`src/rtl/core/bsa_pkg.sv`:
```
// ----------------------------------------------------------------------------
// Bitmap slot allocator package
// Request and response beat types, request codes and word geometry that the
// allocator, its word unit and its checker share.
// ----------------------------------------------------------------------------
package bsa_pkg;

	localparam int WORD_W  = 32;
	localparam int WBIT_W  = 5;
	localparam int REQ_W   = 3;
	localparam int INDEX_W = 10;
	localparam int LIMIT_W = 11;

	localparam logic [LIMIT_W-1:0] LIMIT_RESET = 11'd1024;

	localparam logic [REQ_W-1:0] REQ_TOGGLE = 3'd0;
	localparam logic [REQ_W-1:0] REQ_GET    = 3'd1;
	localparam logic [REQ_W-1:0] REQ_FLAG   = 3'd2;
	localparam logic [REQ_W-1:0] REQ_UNFLAG = 3'd3;
	localparam logic [REQ_W-1:0] REQ_FIND   = 3'd4;

	typedef struct packed {
		logic [REQ_W-1:0]   req_type;
		logic [INDEX_W-1:0] bit_index;
	} req_t;

	typedef struct packed {
		logic               bit_value;
		logic               success;
		logic [INDEX_W-1:0] free_index;
	} rsp_t;

	// Result of one pass of the shared word unit.
	typedef struct packed {
		logic              bit_val;
		logic              ok;
		logic              write;
		logic [WORD_W-1:0] new_word;
		logic              found;
		logic [WBIT_W-1:0] pos;
	} wu_res_t;

endpackage

```
`src/rtl/core/bsa_ram.sv`:
```
// ----------------------------------------------------------------------------
// Generic single-port-write RAM
// One write port and one read port, with the read data registered.
// ----------------------------------------------------------------------------
module bsa_ram #(
	parameter int WIDTH = 32,
	parameter int DEPTH = 32,
	localparam int AW = (DEPTH > 1) ? $clog2(DEPTH) : 1
) (
	input  logic             clk,
	input  logic             we,
	input  logic [AW-1:0]    waddr,
	input  logic [WIDTH-1:0] wdata,
	input  logic             re,
	input  logic [AW-1:0]    raddr,
	output logic [WIDTH-1:0] rdata
);

	logic [WIDTH-1:0] mem [DEPTH];

	always_ff @(posedge clk) begin
		if (we) begin
			mem[waddr] <= wdata;
		end
		if (re) begin
			rdata <= mem[raddr];
		end
	end

endmodule

```
`src/rtl/core/bsa_word_unit.sv`:
```
// ----------------------------------------------------------------------------
// Allocator word unit
// Works on one 32-bit bitmap word: the single-bit operations and the search
// for the lowest free bit inside a mask of searchable bits.
// ----------------------------------------------------------------------------
module bsa_word_unit (
	input  logic [bsa_pkg::WORD_W-1:0] word,
	input  logic [bsa_pkg::WBIT_W-1:0] bit_sel,
	input  logic [bsa_pkg::REQ_W-1:0]  op,
	input  logic [bsa_pkg::WORD_W-1:0] mask,
	output bsa_pkg::wu_res_t           res
);
	import bsa_pkg::*;

	logic [WORD_W-1:0] sel_onehot;
	logic [WORD_W-1:0] free_bits;
	logic [WORD_W-1:0] lowest;
	logic              bv;

	assign sel_onehot = WORD_W'(1) << bit_sel;
	assign bv         = word[bit_sel];
	assign free_bits  = ~word & mask;
	// Isolate the lowest set bit; the encoder below then needs no priority.
	assign lowest     = free_bits & (~free_bits + WORD_W'(1));

	always_comb begin
		res          = '0;
		res.bit_val  = bv;
		res.new_word = word ^ sel_onehot;
		res.found    = |free_bits;
		for (int k = 0; k < WBIT_W; k++) begin
			for (int i = 0; i < WORD_W; i++) begin
				if (((i >> k) & 1) == 1) begin
					res.pos[k] = res.pos[k] | lowest[i];
				end
			end
		end
		case (op)
			REQ_TOGGLE: begin
				res.ok    = 1'b1;
				res.write = 1'b1;
			end
			REQ_GET: begin
				res.ok = 1'b1;
			end
			REQ_FLAG: begin
				res.ok    = ~bv;
				res.write = ~bv;
			end
			REQ_UNFLAG: begin
				res.ok    = bv;
				res.write = bv;
			end
			default: begin
				res.ok    = 1'b0;
				res.write = 1'b0;
			end
		endcase
	end

endmodule

```
`src/rtl/core/bitmap_slot_allocator.sv`:
```
// ----------------------------------------------------------------------------
// Bitmap slot allocator
// Occupancy bitmap with toggle, get, test-and-set, test-and-clear and
// find-first-free requests, served by a sequencer around one word unit.
// ----------------------------------------------------------------------------
// Usage. A request beat on in_data (req_type, bit_index) is taken when
// in_valid is high and in_stall is low; exactly one response beat follows on
// out_data (bit_value, success, free_index), taken when out_valid is high and
// out_stall is low. The block serves one request at a time: in_stall stays
// high from the accepting edge until the request has been handed to the
// output register.
// The bitmap lives in a RAM of 32-bit words. Toggle, get, flag and unflag
// read the word, update it through the word unit and write it back when it
// changes; the response passes from the read and modify states through the
// done state to the output register. Find free streams the words below the
// search limit through the same unit, one word per cycle, and stops early
// when a free slot turns up. After reset the sequencer sweeps the RAM,
// clearing one word per cycle over all NUM_SLOTS / 32 words (rounded up);
// requests are held off meanwhile.
// The search_limit register resets to 1024 and is written through cfg_we and
// cfg_wdata. A stalled receiver simply leaves the response in the output
// register, and a finished request waits for that register to empty.
// ----------------------------------------------------------------------------
module bitmap_slot_allocator #(
	parameter int NUM_SLOTS = 1024
) (
	input  logic                        clk,
	input  logic                        arst_n,
	input  logic                        in_valid,
	output logic                        in_stall,
	input  bsa_pkg::req_t               in_data,
	output logic                        out_valid,
	input  logic                        out_stall,
	output bsa_pkg::rsp_t               out_data,
	input  logic                        cfg_we,
	input  logic [bsa_pkg::LIMIT_W-1:0] cfg_wdata
);
	import bsa_pkg::*;

	localparam int WORDS = (NUM_SLOTS + WORD_W - 1) / WORD_W;
	localparam int AW    = (WORDS > 1) ? $clog2(WORDS) : 1;
	localparam int CW    = $clog2(WORDS + 1);
	localparam int SW    = ($clog2(NUM_SLOTS + 1) > LIMIT_W) ? $clog2(NUM_SLOTS + 1) : LIMIT_W;
	localparam int SLW   = AW + WBIT_W;

	typedef enum logic [2:0] {
		ST_CLEAR,
		ST_IDLE,
		ST_BREAD,
		ST_BMOD,
		ST_SCAN,
		ST_DONE
	} state_t;

	state_t              state_q;
	logic [REQ_W-1:0]    op_q;
	logic [INDEX_W-1:0]  idx_q;
	logic [CW-1:0]       clr_q;
	logic [CW-1:0]       iw_q;
	logic [CW-1:0]       cw_q;
	logic                chk_q;
	logic [CW-1:0]       last_q;
	logic [WBIT_W-1:0]   rem_q;
	logic [LIMIT_W-1:0]  search_limit_q;
	rsp_t                res_q;
	logic                out_valid_q;
	rsp_t                out_q;

	logic                ram_we;
	logic [AW-1:0]       ram_waddr;
	logic [WORD_W-1:0]   ram_wdata;
	logic                ram_re;
	logic [AW-1:0]       ram_raddr;
	logic [WORD_W-1:0]   ram_rdata;

	logic [31:0]         idx_ext;
	logic [31:0]         in_idx_ext;
	logic [AW-1:0]       idx_word;
	logic                in_idx_ok;
	logic [SW:0]         lim;
	logic [SW:0]         nwords_m1;
	logic [WORD_W-1:0]   scan_mask;
	logic [SLW-1:0]      slot_full;
	logic [31:0]         slot_ext;
	logic                out_free;
	wu_res_t             wu;

	// Word address of the stored request's slot.
	assign idx_ext    = 32'(idx_q);
	assign idx_word   = idx_ext[AW+WBIT_W-1:WBIT_W];
	assign in_idx_ext = 32'(in_data.bit_index);
	assign in_idx_ok  = in_idx_ext < 32'(NUM_SLOTS);

	// Effective search limit, saturated to the bitmap size, and the index of
	// the last word that the scan has to look at.
	always_comb begin
		lim = (SW + 1)'(search_limit_q);
		if (lim > (SW + 1)'(NUM_SLOTS)) begin
			lim = (SW + 1)'(NUM_SLOTS);
		end
		nwords_m1 = ((lim + (SW + 1)'(WORD_W - 1)) >> WBIT_W) - (SW + 1)'(1);
	end

	// Only the last word of the scan may be cut short by the limit.
	assign scan_mask = (cw_q == last_q && rem_q != '0) ?
		((WORD_W'(1) << rem_q) - WORD_W'(1)) : '1;

	assign slot_full = {cw_q[AW-1:0], wu.pos};
	assign slot_ext  = 32'(slot_full);

	assign ram_we    = (state_q == ST_CLEAR) || (state_q == ST_BMOD && wu.write);
	assign ram_waddr = (state_q == ST_CLEAR) ? clr_q[AW-1:0] : idx_word;
	assign ram_wdata = (state_q == ST_CLEAR) ? '0 : wu.new_word;
	assign ram_re    = (state_q == ST_BREAD) || (state_q == ST_SCAN && iw_q <= last_q);
	assign ram_raddr = (state_q == ST_BREAD) ? idx_word : iw_q[AW-1:0];

	assign out_free  = ~out_valid_q | ~out_stall;
	assign in_stall  = (state_q != ST_IDLE);
	assign out_valid = out_valid_q;
	assign out_data  = out_q;

	bsa_ram #(
		.WIDTH (WORD_W),
		.DEPTH (WORDS)
	) u_map (
		.clk   (clk),
		.we    (ram_we),
		.waddr (ram_waddr),
		.wdata (ram_wdata),
		.re    (ram_re),
		.raddr (ram_raddr),
		.rdata (ram_rdata)
	);

	// The same unit serves the single-bit operations and the scan.
	bsa_word_unit u_unit (
		.word    (ram_rdata),
		.bit_sel (idx_q[WBIT_W-1:0]),
		.op      (op_q),
		.mask    (scan_mask),
		.res     (wu)
	);

	always_ff @(posedge clk or negedge arst_n) begin
		if (!arst_n) begin
			state_q        <= ST_CLEAR;
			op_q           <= '0;
			idx_q          <= '0;
			clr_q          <= '0;
			iw_q           <= '0;
			cw_q           <= '0;
			chk_q          <= 1'b0;
			last_q         <= '0;
			rem_q          <= '0;
			search_limit_q <= LIMIT_RESET;
			res_q          <= '0;
			out_valid_q    <= 1'b0;
			out_q          <= '0;
		end else begin
			if (cfg_we) begin
				search_limit_q <= cfg_wdata;
			end

			// A finished request refills the output register; otherwise a
			// taken beat empties it.
			if (state_q == ST_DONE && out_free) begin
				out_valid_q <= 1'b1;
			end else if (out_valid_q && !out_stall) begin
				out_valid_q <= 1'b0;
			end

			case (state_q)
				ST_CLEAR: begin
					clr_q <= clr_q + CW'(1);
					if (clr_q == CW'(WORDS - 1)) begin
						state_q <= ST_IDLE;
					end
				end
				ST_IDLE: begin
					if (in_valid) begin
						op_q  <= in_data.req_type;
						idx_q <= in_data.bit_index;
						res_q <= '0;
						if (in_data.req_type == REQ_FIND) begin
							iw_q   <= '0;
							cw_q   <= '0;
							chk_q  <= 1'b0;
							last_q <= nwords_m1[CW-1:0];
							rem_q  <= lim[WBIT_W-1:0];
							// An empty search range finds nothing.
							state_q <= (lim == '0) ? ST_DONE : ST_SCAN;
						end else if (in_data.req_type <= REQ_UNFLAG && in_idx_ok) begin
							state_q <= ST_BREAD;
						end else begin
							state_q <= ST_DONE;
						end
					end
				end
				ST_BREAD: begin
					state_q <= ST_BMOD;
				end
				ST_BMOD: begin
					res_q.bit_value  <= wu.bit_val;
					res_q.success    <= wu.ok;
					res_q.free_index <= '0;
					state_q          <= ST_DONE;
				end
				ST_SCAN: begin
					if (ram_re) begin
						iw_q <= iw_q + CW'(1);
					end
					chk_q <= ram_re;
					if (chk_q) begin
						if (wu.found) begin
							res_q.bit_value  <= 1'b0;
							res_q.success    <= 1'b1;
							res_q.free_index <= slot_ext[INDEX_W-1:0];
							state_q          <= ST_DONE;
						end else if (cw_q == last_q) begin
							res_q   <= '0;
							state_q <= ST_DONE;
						end else begin
							cw_q <= cw_q + CW'(1);
						end
					end
				end
				ST_DONE: begin
					if (out_free) begin
						out_q   <= res_q;
						state_q <= ST_IDLE;
					end
				end
				default: begin
					state_q <= ST_IDLE;
				end
			endcase
		end
	end

endmodule

```
`config.mk`:
```
export PLATFORM = sky130hd
export DESIGN_NAME = bitmap_slot_allocator
export DESIGN_NICKNAME = d
export VERILOG_FILES = /design/src/rtl/core/bsa_pkg.sv /design/src/rtl/core/bsa_ram.sv /design/src/rtl/core/bsa_word_unit.sv /design/src/rtl/core/bitmap_slot_allocator.sv
export SDC_FILE = /design/constraint.sdc
export NUM_CORES = 2
export LEC_CHECK = 0
export BUFFER_PORTS_ARGS = -buffer_cell sky130_fd_sc_hd__buf_4
export CORE_MARGIN = 3
export CORE_UTILIZATION = 61
export DETAILED_ROUTE_END_ITERATION = 7
export GPL_TIMING_DRIVEN = 0
export PLACE_DENSITY = 0.87
export RECOVER_POWER = 25
export REMOVE_ABC_BUFFERS = 1
export SLEW_MARGIN = 5
export SYNTH_ARGS = -nofsm -noshare
export SYNTH_HDL_FRONTEND = slang
export SYNTH_SLANG_ARGS = --single-unit
export TNS_END_PERCENT = 100
```
`constraint.sdc`:
```
create_clock -name clk -period 11.45 [get_ports clk]
set_input_delay 2.8625 -clock clk [delete_from_list [all_inputs] [get_ports clk]]
set_output_delay 2.8625 -clock clk [all_outputs]
set_load 0.02 [all_outputs]
```
==> results.ini <==
[clocking]
cts_made_buffers=106
cts_resized=0
cts_setup_buffers=0
cts_tree=done
htreeDepth=3
cts-root-buf=clkbuf_16
clk_latency_ps=720
clk_path_buf_depth=3
cts_hold_buffers=0
cts.clk_slew.worst_paths_ps=70
clock_sinks=1138

[outcome]
violations=DRC, capacitance limit, slew limit
status=complete, but fails checks

[sta]
timing.final.crit_share_pct=52.3
slew_headroom_pct=-16.3
timing.hold.ws_ps=477
setup_viol=0
finalMaxSlewViolations=16
skew_ps=48.1
tightest_slew_ps=1730
final.setup.worst_slack_ps=5460
setup_tns_ps=0
hold_viol_final=0
fmax_ghz=0.167
post-route-min-period_ps=5990
rsz0062_at_grt=false

[synthesis]
syn_inst=2673
ys_warn_count=0
ys_types=77
ys_ff_latch=1138
yosysTopAreaCellShare_pct=68.3
ys_seq_area_share_pct=72.7
synth-main-ff-cell=edfxtp_1
synth_area_leader_cell=edfxtp_1
synth.avg_cell_area_um2=17.4
syn-cell-area_um2=46400
synth_area_leaders=edfxtp_1, mux4_2, dfrtp_1
async_flop_share_pct=7.21
synth_edf_count=1056

[final_layout]
multiInputGateArea_um2=12400
num-fill-cells=3984
syn_to_final_growth_pct=15.2
nets=2827
seqCellArea_um2=33800
antenna_cells=0
design_area_um2=53500
stdcell_count=3843
final_core_util_pct=71.3
layout_common_cells=edfxtp_1, nand2_1, mux4_2
drive_gt1_share_pct=23.6
final_common_cell=edfxtp_1

[die]
die-area_um2=79400
std_cell_rows=100
start_util_pct=61.9
ioPinCount=43
fp.dieH_um=282
die_w_um=282
design.core.area_um2=74900

[grt]
grt_pass1_wl_mm=193
grt_start_max_net_pins=83
grt_pass1_vias=28584
grt_util_all_layers_pct=34.2
grt_antenna_before_repair=0
gr-total-overflow=0

[run]
drv_cap=1

[placed_design]
dp.final_hpwl_mm=76.3
routabilityCongestion=0.915
pre_cts_ws_ps=5870
place_area_um2=50200
dp_cells=3642
portBuffers=42

[drt]
routed_wirelength_mm=133
vias=28192
first_iter_violations=4391
via_per_inst=7.34
detail-route-antenna-nets=0
first_pass_iters=8
drc_errors=19
routedWlPerCell_um=34.5

[worst_setup_path]
cp_data_arrival_time_ps=6360
endpoint_kind=flip-flop
start_kind=flip-flop
required_ps=11820
critical_path_class=reg -> reg
critPathMaxFanout=23

[power_and_ir_drop]
peakVddDrop_uv=197
power.density_nw_per_um2=289
finalPower_mw=15.5
p_leak_nw=17.9

[hold_path]
hp-class=reg -> reg

==> worst paths after layout <==
check	from	depth (start not counted)	slack [ps]	end
worst max-delay path	idx_q[0]$_DFFE_PN0P_	10	5460	u_map.mem[7][29]$_DFFE_PP_
worst min-delay path	clr_q[5]$_DFFE_PN0N_	1	480	clr_q[5]$_DFFE_PN0N_
worst min register to register	clr_q[5]$_DFFE_PN0N_	1	480	clr_q[5]$_DFFE_PN0N_
worst max register to register	idx_q[0]$_DFFE_PN0P_	10	5460	u_map.mem[7][29]$_DFFE_PP_
max in group asynchronous	arst_n	1	8440	rem_q[3]$_DFFE_PN0P_
min in group asynchronous	arst_n	1	2300	idx_q[0]$_DFFE_PN0P_
==> critical path, stage by stage, from the launching register on <==
cell and delay (ps):
dfrtp_1 1210, mux4_2 660, mux4_2 490, mux2i_1 510, nor2b_1 130, xnor2_1 200
a31oi_1 110, nor2_1 390, nand2_1 570, nor2_4 1030, buf_12 290
==> sequential cells by signal, indices dropped and copies added (netlist names) <==
register        count
chk_q               1
out_data           12
u_map.rdata        32
clr_q               6
op_q                3
res_q              12
rem_q               5
out_valid           1
u_map.mem        1024
state_q             3
iw_q                6
cw_q                6
idx_q              10
last_q              6
search_limit_q     11
==> cells by family (layout without fill, tap and decap cells) <==
group	Yosys count	count (layout)	synth area share (%)
AOI/OAI and AO/OA	213	213	2.90
xor gates and xnor gates	43	43	0.811
adders and majority gates	11	11	0.297
buffers and inverters	168	369	1.45
DFF	1138	1138	72.7
muxes	313	313	14.0
and+or+nand+nor	787	787	7.77
==> where the power goes <==
part           switching (mW)  internal, mW
logic                    3.56          2.21
registers               0.408          5.81
clock network            1.57          1.90
==> routing by layer <==
metal | global-route usage [%] | wire length (um) | vias to the layer above
met5 | 0 | 0 | -
met1 | 43.9 | 43700 | 14096
met4 | 18.9 | 8790 | 0
li1 | - | - | 10777
met3 | 10.2 | 17900 | 630
met2 | 53.0 | 62300 | 2689
==> cells in the mapped netlist (all sizes together) (13+ instances only) <==
cell type / n
nand2: 374
xor2: 25
nor2: 91
xnor2: 18
edfxtp: 1056
or3: 18
dfrtp: 81
nor3: 20
mux2: 40
mux4: 266
inv: 17
a31oi: 18
a21oi: 37
clkbuf: 92
nor2b: 13
buf: 59
nand3: 192
o21ai: 88
==> layout make-up <==
type                    count  share of cell area, %
repair buffers            157                   4.89
clock inverters            64                   1.10
flip-flops and latches   1138                   63.2
well taps                 969                   2.27
clock buffers             131                   5.29
inverters                  17                  0.119
multi-input cells        1367                   23.2
Power figures use the tool's default switching activity.
